[src/rtl/anpg_pkg.sv]
// ----------------------------------------------------------------------------
// anpg_pkg - Annex-B NAL parser gate shared types
// Action codes, NAL type codes and field widths for the parser gate.
// ----------------------------------------------------------------------------
`default_nettype none

package anpg_pkg;

    localparam int LEN_W = 20;

    typedef enum logic [2:0] {
        ACT_IGNORED     = 3'd0,
        ACT_REJECTED    = 3'd1,
        ACT_STORED      = 3'd2,
        ACT_FORWARD     = 3'd3,
        ACT_BOOTSTRAP   = 3'd4,
        ACT_WAITING     = 3'd5,
        ACT_IDR_NO_SINK = 3'd6
    } action_t;

    localparam logic [4:0] NAL_SLICE = 5'd1;
    localparam logic [4:0] NAL_IDR   = 5'd5;
    localparam logic [4:0] NAL_SPS   = 5'd7;
    localparam logic [4:0] NAL_PPS   = 5'd8;

    localparam logic [7:0] PROF_BASE     = 8'd66;
    localparam logic [7:0] PROF_MAIN     = 8'd77;
    localparam logic [7:0] PROF_EXT      = 8'd88;
    localparam logic [7:0] PROF_HIGH     = 8'd100;
    localparam logic [7:0] PROF_HIGH10   = 8'd110;
    localparam logic [7:0] PROF_HIGH422  = 8'd122;
    localparam logic [7:0] PROF_HIGH444  = 8'd244;

    localparam int SPS_MIN_LEN   = 4;
    localparam int SPS_MAX_LEN   = 128;
    localparam int PPS_MIN_LEN   = 2;
    localparam int PPS_MAX_LEN   = 96;
    localparam int IDR_MIN_LEN   = 16;
    localparam int SLICE_MIN_LEN = 4;

    typedef struct packed {
        action_t    action;
        logic [LEN_W-1:0] nal_length;
        logic [1:0] ref_level;
        logic [4:0] nal_type;
    } desc_t;

endpackage

`default_nettype wire

[src/rtl/annexb_nal_parser_gate.sv]
// ----------------------------------------------------------------------------
// annexb_nal_parser_gate - Annex-B NAL unit parser with sink bootstrap gating
// Splits a byte stream at start codes, strips trailing zeros and issues one
// descriptor word (type, ref level, length, action) per closed NAL unit.
// ----------------------------------------------------------------------------
// channel  dir  tdata                              tuser
// s_*      in   [7:0] data_byte                    [0] kind (1 = new session)
// m_*      out  [4:0] type [6:5] ref [26:7] length  -
//               [29:27] action
// cfg_*    in   cfg_wdata = forwarding_enabled, written when cfg_we is high
//
// One word per cycle: input register, one pass of compare/count logic, result
// register. m_tvalid is registered and rises after the held byte advances.
// A held result stalls the input stage only while m_tready is low.
// rst_n clears all parser state, gating flags and the configuration bit.
// ----------------------------------------------------------------------------
`default_nettype none

module annexb_nal_parser_gate
    import anpg_pkg::*;
#(
    parameter int MAX_UNIT_BYTES = 524288
)
(
    input  wire logic        clk,
    input  wire logic        rst_n,
    input  wire logic        s_tvalid,
    output logic             s_tready,
    input  wire logic [7:0]  s_tdata,   // [7:0] data_byte
    input  wire logic        s_tuser,   // [0] kind
    output logic             m_tvalid,
    input  wire logic        m_tready,
    output logic [31:0]      m_tdata,   // [4:0] nal_type, [6:5] ref_level,
                                        // [26:7] nal_length, [29:27] action
    input  wire logic        cfg_we,
    input  wire logic        cfg_wdata
);

    localparam int CNT_W = $clog2(MAX_UNIT_BYTES + 2);
    localparam logic [CNT_W-1:0] CAP  = CNT_W'(MAX_UNIT_BYTES + 1);
    localparam logic [CNT_W-1:0] MAXV = CNT_W'(MAX_UNIT_BYTES);

    logic             fwd_en_reg;
    logic             in_valid_reg;
    logic             in_kind_reg;
    logic [7:0]       in_byte_reg;

    logic             synced_reg, synced_next;
    logic [CNT_W-1:0] zero_run_reg, zero_run_next;
    logic [CNT_W-1:0] unit_count_reg, unit_count_next;
    logic [7:0]       header_reg, header_next;
    logic [7:0]       second_reg, second_next;
    logic             sps_seen_reg, sps_seen_next;
    logic             pps_seen_reg, pps_seen_next;
    logic             sink_reg, sink_next;
    logic             live_reg, live_next;

    logic             out_valid_reg, out_valid_next;
    desc_t            out_reg;

    logic             advance;
    logic             emit;
    desc_t            desc;

    action_t          dec_act;
    logic             dec_sps, dec_pps, dec_live;
    logic [4:0]       hdr_type;
    logic             refd;
    logic             prof_ok;
    logic [CNT_W:0]   pos_b;
    logic [CNT_W:0]   total;

    assign advance  = in_valid_reg && (!out_valid_reg || m_tready);
    assign s_tready = !in_valid_reg || advance;
    assign m_tvalid = out_valid_reg;
    assign m_tdata  = {2'b00, out_reg};

    // unit decision
    assign hdr_type = header_reg[4:0];
    assign refd     = |header_reg[6:5];

    always_comb
    begin
        prof_ok = second_reg inside {PROF_BASE, PROF_MAIN, PROF_EXT, PROF_HIGH,
                                     PROF_HIGH10, PROF_HIGH422, PROF_HIGH444};
    end

    always_comb
    begin
        dec_act  = ACT_IGNORED;
        dec_sps  = 1'b0;
        dec_pps  = 1'b0;
        dec_live = 1'b0;
        if (unit_count_reg > MAXV || header_reg[7])
        begin
            dec_act = ACT_REJECTED;
        end
        else
        begin
            case (hdr_type)
                NAL_SPS:
                begin
                    if (unit_count_reg < CNT_W'(SPS_MIN_LEN) ||
                        unit_count_reg > CNT_W'(SPS_MAX_LEN) || !refd || !prof_ok)
                    begin
                        dec_act = ACT_REJECTED;
                    end
                    else
                    begin
                        dec_sps = 1'b1;
                        dec_act = (fwd_en_reg && live_reg) ? ACT_FORWARD : ACT_STORED;
                    end
                end
                NAL_PPS:
                begin
                    if (unit_count_reg < CNT_W'(PPS_MIN_LEN) ||
                        unit_count_reg > CNT_W'(PPS_MAX_LEN) || !refd)
                    begin
                        dec_act = ACT_REJECTED;
                    end
                    else
                    begin
                        dec_pps = 1'b1;
                        dec_act = (fwd_en_reg && live_reg) ? ACT_FORWARD : ACT_STORED;
                    end
                end
                NAL_IDR:
                begin
                    if (!refd || unit_count_reg < CNT_W'(IDR_MIN_LEN))
                        dec_act = ACT_REJECTED;
                    else if (!fwd_en_reg)
                        dec_act = ACT_IGNORED;
                    else if (!sink_reg)
                        dec_act = ACT_IDR_NO_SINK;
                    else if (live_reg)
                        dec_act = ACT_FORWARD;
                    else if (sps_seen_reg && pps_seen_reg)
                    begin
                        dec_live = 1'b1;
                        dec_act  = ACT_BOOTSTRAP;
                    end
                    else
                        dec_act = ACT_WAITING;
                end
                NAL_SLICE:
                begin
                    if (!refd || unit_count_reg < CNT_W'(SLICE_MIN_LEN))
                        dec_act = ACT_REJECTED;
                    else if (!fwd_en_reg || !sink_reg)
                        dec_act = ACT_IGNORED;
                    else
                        dec_act = live_reg ? ACT_FORWARD : ACT_WAITING;
                end
                default:
                begin
                    dec_act = ACT_IGNORED;
                end
            endcase
        end
    end

    // parser state update
    assign pos_b = {1'b0, unit_count_reg} + {1'b0, zero_run_reg};
    assign total = pos_b + 1'b1;

    always_comb
    begin
        synced_next     = synced_reg;
        zero_run_next   = zero_run_reg;
        unit_count_next = unit_count_reg;
        header_next     = header_reg;
        second_next     = second_reg;
        sps_seen_next   = sps_seen_reg;
        pps_seen_next   = pps_seen_reg;
        sink_next       = sink_reg;
        live_next       = live_reg;
        emit            = 1'b0;

        desc.nal_type   = header_reg[4:0];
        desc.ref_level  = header_reg[6:5];
        desc.nal_length = LEN_W'(unit_count_reg);
        desc.action     = dec_act;

        if (advance)
        begin
            if (in_kind_reg)
            begin
                sink_next = 1'b1;
                live_next = 1'b0;
            end
            else if (in_byte_reg == 8'h00)
            begin
                if (zero_run_reg < CAP)
                    zero_run_next = zero_run_reg + 1'b1;
            end
            else if (in_byte_reg == 8'h01 && zero_run_reg >= CNT_W'(2))
            begin
                if (synced_reg && unit_count_reg != '0)
                begin
                    emit = 1'b1;
                    if (dec_sps)
                        sps_seen_next = 1'b1;
                    if (dec_pps)
                        pps_seen_next = 1'b1;
                    if (dec_live)
                        live_next = 1'b1;
                end
                synced_next     = 1'b1;
                unit_count_next = '0;
                zero_run_next   = '0;
                header_next     = 8'h00;
                second_next     = 8'h00;
            end
            else
            begin
                if (synced_reg)
                begin
                    if (unit_count_reg == '0)
                        header_next = (zero_run_reg != '0) ? 8'h00 : in_byte_reg;
                    if (unit_count_reg <= CNT_W'(1))
                    begin
                        if (pos_b == (CNT_W+1)'(1))
                            second_next = in_byte_reg;
                        else if (pos_b > (CNT_W+1)'(1))
                            second_next = 8'h00;
                    end
                    unit_count_next = (total > {1'b0, CAP}) ? CAP : total[CNT_W-1:0];
                end
                zero_run_next = '0;
            end
        end
    end

    always_comb
    begin
        if (advance)
            out_valid_next = emit;
        else if (m_tready)
            out_valid_next = 1'b0;
        else
            out_valid_next = out_valid_reg;
    end

    always_ff @(posedge clk or negedge rst_n)
    begin
        if (!rst_n)
        begin
            fwd_en_reg     <= 1'b0;
            in_valid_reg   <= 1'b0;
            out_valid_reg  <= 1'b0;
            synced_reg     <= 1'b0;
            zero_run_reg   <= '0;
            unit_count_reg <= '0;
            header_reg     <= 8'h00;
            second_reg     <= 8'h00;
            sps_seen_reg   <= 1'b0;
            pps_seen_reg   <= 1'b0;
            sink_reg       <= 1'b0;
            live_reg       <= 1'b0;
        end
        else
        begin
            if (cfg_we)
                fwd_en_reg <= cfg_wdata;
            if (s_tvalid && s_tready)
                in_valid_reg <= 1'b1;
            else if (advance)
                in_valid_reg <= 1'b0;
            out_valid_reg  <= out_valid_next;
            synced_reg     <= synced_next;
            zero_run_reg   <= zero_run_next;
            unit_count_reg <= unit_count_next;
            header_reg     <= header_next;
            second_reg     <= second_next;
            sps_seen_reg   <= sps_seen_next;
            pps_seen_reg   <= pps_seen_next;
            sink_reg       <= sink_next;
            live_reg       <= live_next;
        end
    end

    always_ff @(posedge clk)
    begin
        if (s_tvalid && s_tready)
        begin
            in_kind_reg <= s_tuser;
            in_byte_reg <= s_tdata;
        end
        if (advance && emit)
            out_reg <= desc;
    end

`ifndef SYNTHESIS
    a_live_by_bootstrap: assert property (@(posedge clk) disable iff (!rst_n)
        $rose(live_reg) |-> (out_valid_reg && out_reg.action == ACT_BOOTSTRAP))
        else $error("stream went live without a bootstrap word");

    a_len_nonzero: assert property (@(posedge clk) disable iff (!rst_n)
        out_valid_reg |-> (out_reg.nal_length != '0 || CNT_W > LEN_W))
        else $error("empty unit produced a word");

    a_counts_capped: assert property (@(posedge clk) disable iff (!rst_n)
        (zero_run_reg <= CAP) && (unit_count_reg <= CAP))
        else $error("counter above saturation limit");

    a_params_stick: assert property (@(posedge clk) disable iff (!rst_n)
        $fell(sps_seen_reg) || $fell(pps_seen_reg) |-> 1'b0)
        else $error("parameter set flag cleared");
`endif

endmodule

`default_nettype wire
[config.mk]
export PLATFORM = sky130hd
export DESIGN_NAME = annexb_nal_parser_gate
export DESIGN_NICKNAME = d
export VERILOG_FILES = /design/src/rtl/anpg_pkg.sv /design/src/rtl/annexb_nal_parser_gate.sv
export SDC_FILE = /design/constraint.sdc
export NUM_CORES = 1
export LEC_CHECK = 0
export ABC_AREA = 1
export BUFFER_PORTS_ARGS = -buffer_cell sky130_fd_sc_hd__buf_2
export CORE_MARGIN = 4
export CORE_UTILIZATION = 55
export CTS_CLUSTER_DIAMETER = 80
export DETAILED_ROUTE_END_ITERATION = 10
export PLACE_DENSITY = 0.74
export SETUP_SLACK_MARGIN = 0.3
export SLEW_MARGIN = 10
export SYNTH_ARGS = -nofsm -noshare
export SYNTH_HDL_FRONTEND = slang
export SYNTH_SLANG_ARGS = --single-unit
[constraint.sdc]
create_clock -name clk -period 8.3 [get_ports clk]
set_input_delay 0.83 -clock clk [delete_from_list [all_inputs] [get_ports clk]]
set_output_delay 0.83 -clock clk [all_outputs]
set_load 0.05 [all_outputs]
== After elaboration in Yosys (flattened, before gate mapping) ==
Cells that the tools add are included.

* Register bits after elaboration: 103
* Input bits: 15
* Output and inout port bits: 34
* Logic and storage cells: 150

* $add $sub $neg: 3
* $lt $le $gt $ge: 11
* Equality and inequality tests: 15
* Muxes and demuxes: 53
* Bitwise gates (word level): 2
* Reduce and logical (&&, ||, !) cells: 48

{| class="wikitable"
|+ Operators with widths
! kind !! count
|-
| $mux 20 || 5
|-
| $mux 8 || 9
|-
| $eq 8x7->1 const B || 6
|-
| $reduce_bool 20->1 || 2
|-
| $mux 1 || 29
|-
| $add 20x20->21 || 1
|-
| $add 21x1->21 const B || 1
|-
| $eq 21x1->1 const B || 1
|-
| $gt 21x1->1 const B || 1
|-
| $gt 21x20->1 const B || 1
|-
| $mux 3 || 7
|-
| $add 20x1->20 const B || 1
|-
| $ge 20x2->1 const B || 1
|-
| $gt 20x20->1 const B || 1
|-
| $gt 20x7->1 const B || 1
|-
| $gt 20x8->1 const B || 1
|-
| $le 20x1->1 const B || 1
|-
| $logic_not 20->1 || 1
|-
| $lt 20x2->1 const B || 1
|-
| $lt 20x20->1 const B || 1
|-
| $lt 20x3->1 const B || 1
|-
| $lt 20x5->1 const B || 1
|-
| $reduce_and 6->1 || 3
|-
| $reduce_bool 2->1 || 8
|-
| other kinds (21) || 47
|}

== Longest topological paths before layout ==
* Depth in word-level cells: 13
* Depth in mapped cells: 22
* Depth with buffers taken out: 22

== Worst setup path before layout ==
No wires, ideal clock.

* Path type: input-to-reg
* Start: input m_tready
* End: register pps_seen_reg
* Setup time: 0.096 ns
* Data arrival time: 3.430 ns
* Required time: 8.204 ns
* Slack: 4.774 ns
* Stages: 10
* Buffers on the path: 0
* Path through: nor2_1 -> inv_1 -> nand2_1 -> nor2_1 -> inv_1 -> nor2_1 -> nand2_1 -> nor2_1 -> nand2_1 -> o31ai_1

* Longest elaborated chain between the ends: 3

{| class="wikitable"
|+ RTL lines
! item !! RTL line !! RTL
|-
| from (decl) || annexb_nal_parser_gate.sv:32 || <nowiki>input wire logic m_tready,</nowiki>
|-
| $logic_or 1x1->1 || annexb_nal_parser_gate.sv:73 || <nowiki>assign advance = in_valid_reg && (!out_valid_reg || m_tready);</nowiki>
|-
| $logic_and 1x1->1 || annexb_nal_parser_gate.sv:73 ||
|-
| $reduce_and 6->1 (no source line) || n/a ||
|-
| to (signal assigned) || annexb_nal_parser_gate.sv:276 || <nowiki>pps_seen_reg <= pps_seen_next;</nowiki>
|-
| to (decl) || annexb_nal_parser_gate.sv:54 || <nowiki>logic pps_seen_reg, pps_seen_next;</nowiki>
|}

No other way between the ends.
A chain may end at the register's enable or synchronous reset.

== Worst setup path in the final report ==
* Start: register unit_count_reg[0]
* End: register unit_count_reg[3]

* Longest elaborated chain between the ends: 6

{| class="wikitable"
|+ RTL lines
! item !! RTL line !! RTL
|-
| from (decl) || annexb_nal_parser_gate.sv:50 || <nowiki>logic [CNT_W-1:0] unit_count_reg, unit_count_next;</nowiki>
|-
| from (signal assigned) || annexb_nal_parser_gate.sv:272 || <nowiki>unit_count_reg <= unit_count_next;</nowiki>
|-
| $add 20x20->21 (*) || annexb_nal_parser_gate.sv:163 || <nowiki>assign pos_b = {1'b0, unit_count_reg} + {1'b0, zero_run_reg};</nowiki>
|-
| $add 21x1->21 (*) || annexb_nal_parser_gate.sv:164 || <nowiki>assign total = pos_b + 1'b1;</nowiki>
|-
| $gt 21x20->1 || annexb_nal_parser_gate.sv:227 || <nowiki>unit_count_next = (total > {1'b0, CAP}) ? CAP : total[CNT_W-1:0];</nowiki>
|-
| $mux 20 (*) || annexb_nal_parser_gate.sv:227 ||
|-
| $mux 20 (*) || annexb_nal_parser_gate.sv:216 || <nowiki>if (synced_reg)</nowiki>
|-
| $mux 20 (*) || annexb_nal_parser_gate.sv:196 || <nowiki>else if (in_byte_reg == 8'h01 && zero_run_reg >= CNT_W'(2))</nowiki>
|}

Mark *: on every way between the ends. The rest lies on a longest branch, timed or not. The select of a mux whose other input is x is not followed.

==> summary.txt <==
Detailed routing
  • Mean routed wirelength per cell: approximately 15 microns
  • DR iter-0 viols: ~440
  • Aggregate routed wire length: roughly 17000 microns
  • Number of nets with antenna violations after detailed routing: 0
  • Initial DRT Pass Iterations: 5
  • DRC errors left: 0
  • Vias: roughly 6000
  • Post-detailed-route via-to-cell ratio: 5.37

Die
  • Core area: between 0.01 and 0.015 sq mm
  • Initial Utilization: ~57%
  • Cell row count: 40
  • Die outline width: 119 microns
  • Number of top-level design ports: 49
  • Y dimension of the die: about 120 microns
  • Die Footprint: roughly 0.014 sq mm

Final layout
  • # diodes: 0
  • Finished Core Util: 62.4%
  • Number of nets in the layout: between 900 and 1000
  • Total of fill cells in the finished design: 1081
  • Share of cells above drive strength 1: about 15%
  • Max FFs per register: 30
  • Layout Area Growth over Synthesis: 10.5%

Timing
  • Final worst-path cycle share: between 40 and 50%
  • Transition time of the tightest slew-check pin: 0.816 ns
  • Worst setup margin: ~4.8 ns
  • Worst relative slew slack: 45.6%
  • Timing-limited maximum frequency: 285 MHz
  • TNS Setup: 0 ns
  • Total count of hold-check failures in the final report: 0
  • Unrepaired setup endpoints after global routing: false
  • Setup violators final: 0
  • Worst clock skew: 0.00774 ns
  • Post-route minimum period: 3.50 ns
  • Max-slew violation count: 0

Yosys
  • Gate Count Post-Synth: 896
  • Cell type with the largest total area after synthesis: dfrtp_1
  • Post-synthesis mux area share: less than 1%
  • Most instantiated cells after synthesis: nand2_1 (223), inv_1 (130), nor2_1 (79)
  • Fraction of synthesized cell area in xor and xnor cells: under 10%
  • Number of synthesized flops with an enable pin: 39
  • Adder and majority gate portion of the synthesized area: under 10%
  • Most frequently used flop master after synthesis: dfrtp_1
  • Distinct cell type count of the synthesized netlist: between 50 and 60
  • Share of Yosys cell area claimed by the top area cell type: between 20% and 30%
  • Most frequent cell after synthesis: nand2_1
  • Combinational family with the most area after synthesis: simple AND/OR/NAND/NOR gates
  • Cell area after synthesis: 0.00682 sq mm
  • Proportion of synthesized chip area in sequential cells: about two fifths
  • Synthesized area per cell: roughly 7.6 sq um
  • Post-synth ARST share: 62.1%
  • Flop and latch count out of synthesis: ~100
  • Basic-gate share of the synthesized area counting and, or, nand and nor cells: 33.5%
  • Synth Warn #: 0
  • Fraction of the mapped netlist area in compound gates: between 10% and 20%
  • Area contributors post-synth: dfrtp_1 (23%), edfxtp_1 (17%), nand2_1 (12%)

Critical path
  • CP max FO: 18
  • Number of cells traversed by the worst register-to-register path: 18
  • Cells along the critical path: ha_1, fa_1, ha_1, inv_1, nor2_2, nand3_2, nor2_4, nand3_4, nor2_4, nand3_2, nor2_2, nand2_1, nand2_1, and2_1, nand4_2, o21bai_4, nand2_4, o21ai_0
  • Worst Path Arrival: ~3.8 ns
  • Slack of the worst reg-to-reg path: 4.80 ns
  • Worst-path cell with the longest stage delay: fa_1
  • Sort of element at the start of the critical path: flip-flop
  • Origin of the critical flop-to-flop path: unit_count_reg[0]
  • Required time of the worst setup path: ~8.6 ns
  • Type of element capturing the critical path: flip-flop
  • Crit Path Category: reg2reg
  • Critical register-to-register path endpoint: unit_count_reg[3]
  • CP max stage delay: 0.58 ns

Clocking
  • Clock buffer depth: 2
  • Cells resized by post-CTS repair: 0
  • Worst-Skew Late Latency: roughly 0.36 ns
  • CTS tree: done
  • Count of buffers added by post-CTS timing repair for setup: 0
  • CTS Root Buffer Type: clkbuf_16
  • Total of hold buffers inserted after clock tree synthesis: 0
  • Number of levels the H-tree was split into: 3
  • Sink Count: between 100 and 150
  • Number of buffers added by the clock tree synthesis step: 9
  • Clock-pin slew on the worst setup and hold paths: roughly 0.070 ns

Status
  • Result of the run: completed

Global route
  • Number of antenna violations at the first check in global routing: 0
  • Vias in the first global route: 5449
  • Wire length of the first global-routing pass: between 20000 and 30000 microns
  • Overflow after GRT: 0
  • Largest net degree at the start of global routing: 65
  • Global-route usage over all layers: a little under a quarter

Hold path
  • Launch point of the worst hold path: sps_seen_reg
  • Hold EP: sps_seen_reg
  • Classification of the worst-slack hold path: reg2reg
  • Worst Hold Depth: 2

Pwr
  • Worst-case vdd ir drop: between 0.1 and 0.15 mV
  • PnR Total Power: between 1.5 and 2 mW
  • Pwr Density: 222 mW/mm^2
  • Leakage: about 3.6 nW

Placement
  • Weighted congestion reported at the end of routability-driven placement: 0.938
  • Worst-case setup slack after placement: around 4.8 ns
  • DP HPWL: 13200 microns
  • Buffers added on ports: 46

Flow run
  • Count of max-cap constraint violations: 0
## worst max-delay path: cells and delay by family (launching register included)
| kind | cells | cell delay (ns) |
|---|---|---|
| buffers and inverters | 1 | 0.06 |
| AND/OR/NAND/NOR | 12 | 1.37 |
| adder cells (fa/ha/maj) | 3 | 1.08 |
| flip-flops | 1 | 0.46 |
| AO/OA/AOI/OAI | 2 | 0.41 |
## final cells by class
class,count,area [sq um],area share [%]
sequential,103,2770,36.8
tap,168,210,2.79
clock buffer,9,225,2.99
clock inverter,7,56.3,0.748
timing repair buffer,50,260,3.46
inverter,137,514,6.83
multi-input combinational,649,3490,46.4
## power by group
part | total [mW] | leakage, nW | switching, mW | internal (mW)
Combinational | 0.566 | 2.26 | 0.377 | 0.189
Clock | 0.398 | 0.125 | 0.192 | 0.206
Sequential | 0.705 | 1.23 | 0.106 | 0.599
Total | 1.67 | 3.62 | 0.676 | 0.993
## per-stage QoR
step	cells	hold WS, ns	cell area [sq um]
2_1_floorplan	897	0.424	6820
3_3_place_gp	1107	0.439	7250
3_5_place_dp	1107	0.440	7250
4_1_cts	1123	0.455	7530
5_1_grt	1123	0.500	7530
6_report	1123	0.451	7530
## cell usage in the layout (no fill, tap or decap), types with 4 or more instances in the layout
cell type | Yosys | final
clkbuf_16 | 0 | 9
nor2_2 | 12 | 13
ha_1 | 26 | 26
clkinvlp_4 | 0 | 4
xor2_1 | 8 | 8
o21ai_2 | 10 | 10
buf_4 | 2 | 4
buf_2 | 0 | 46
nand2_1 | 223 | 223
o21ai_0 | 38 | 38
nand4_1 | 29 | 29
nor2_1 | 79 | 78
inv_2 | 7 | 7
nand2_2 | 17 | 17
nor4_1 | 11 | 11
dfrtp_1 | 64 | 64
o31ai_1 | 10 | 10
nor3_1 | 18 | 18
nand3_2 | 8 | 8
or2_2 | 5 | 5
o21a_1 | 4 | 4
a21oi_1 | 31 | 31
nand3_1 | 75 | 75
edfxtp_1 | 39 | 39
inv_1 | 130 | 130
## per-layer routing
metal / global-route usage, % / share of wire (%) / vias to the layer above
li1: - / - / 3088
met1: 34.3 / 47 / 2735
met2: 36.5 / 44 / 179
met3: 3.94 / 6.5 / 28
met4: 7.23 / 2.2 / 0
met5: 0 / 0 / -
## worst max-delay path by stage
stage | cells past startpoint | slack (ns) | from | endpoint
finish | 18 | 4.80 | unit_count_reg[0] | unit_count_reg[3]
global route | 18 | 4.49 | unit_count_reg[0] | unit_count_reg[3]
CTS | 18 | 4.82 | unit_count_reg[0] | unit_count_reg[3]
detailed placement | 14 | 4.76 | m_tready | unit_count_reg[16]
global placement | 14 | 4.87 | m_tready | unit_count_reg[16]
floorplan | 10 | 4.77 | m_tready | pps_seen_reg
## logic make-up (layout without fill, tap and decap cells)
| family | after synthesis | after routing |
|---|---|---|
| AOI/OAI and AO/OA | 116 | 116 |
| xor gates and xnor gates | 12 | 12 |
| adders and majority gates | 27 | 27 |
| buffers and inverters | 145 | 203 |
| DFF | 103 | 103 |
| muxes | 1 | 1 |
| other | 1 | 2 |
| and+or+nand+nor | 491 | 491 |
Note: power is estimated with default switching activity, not from simulation.
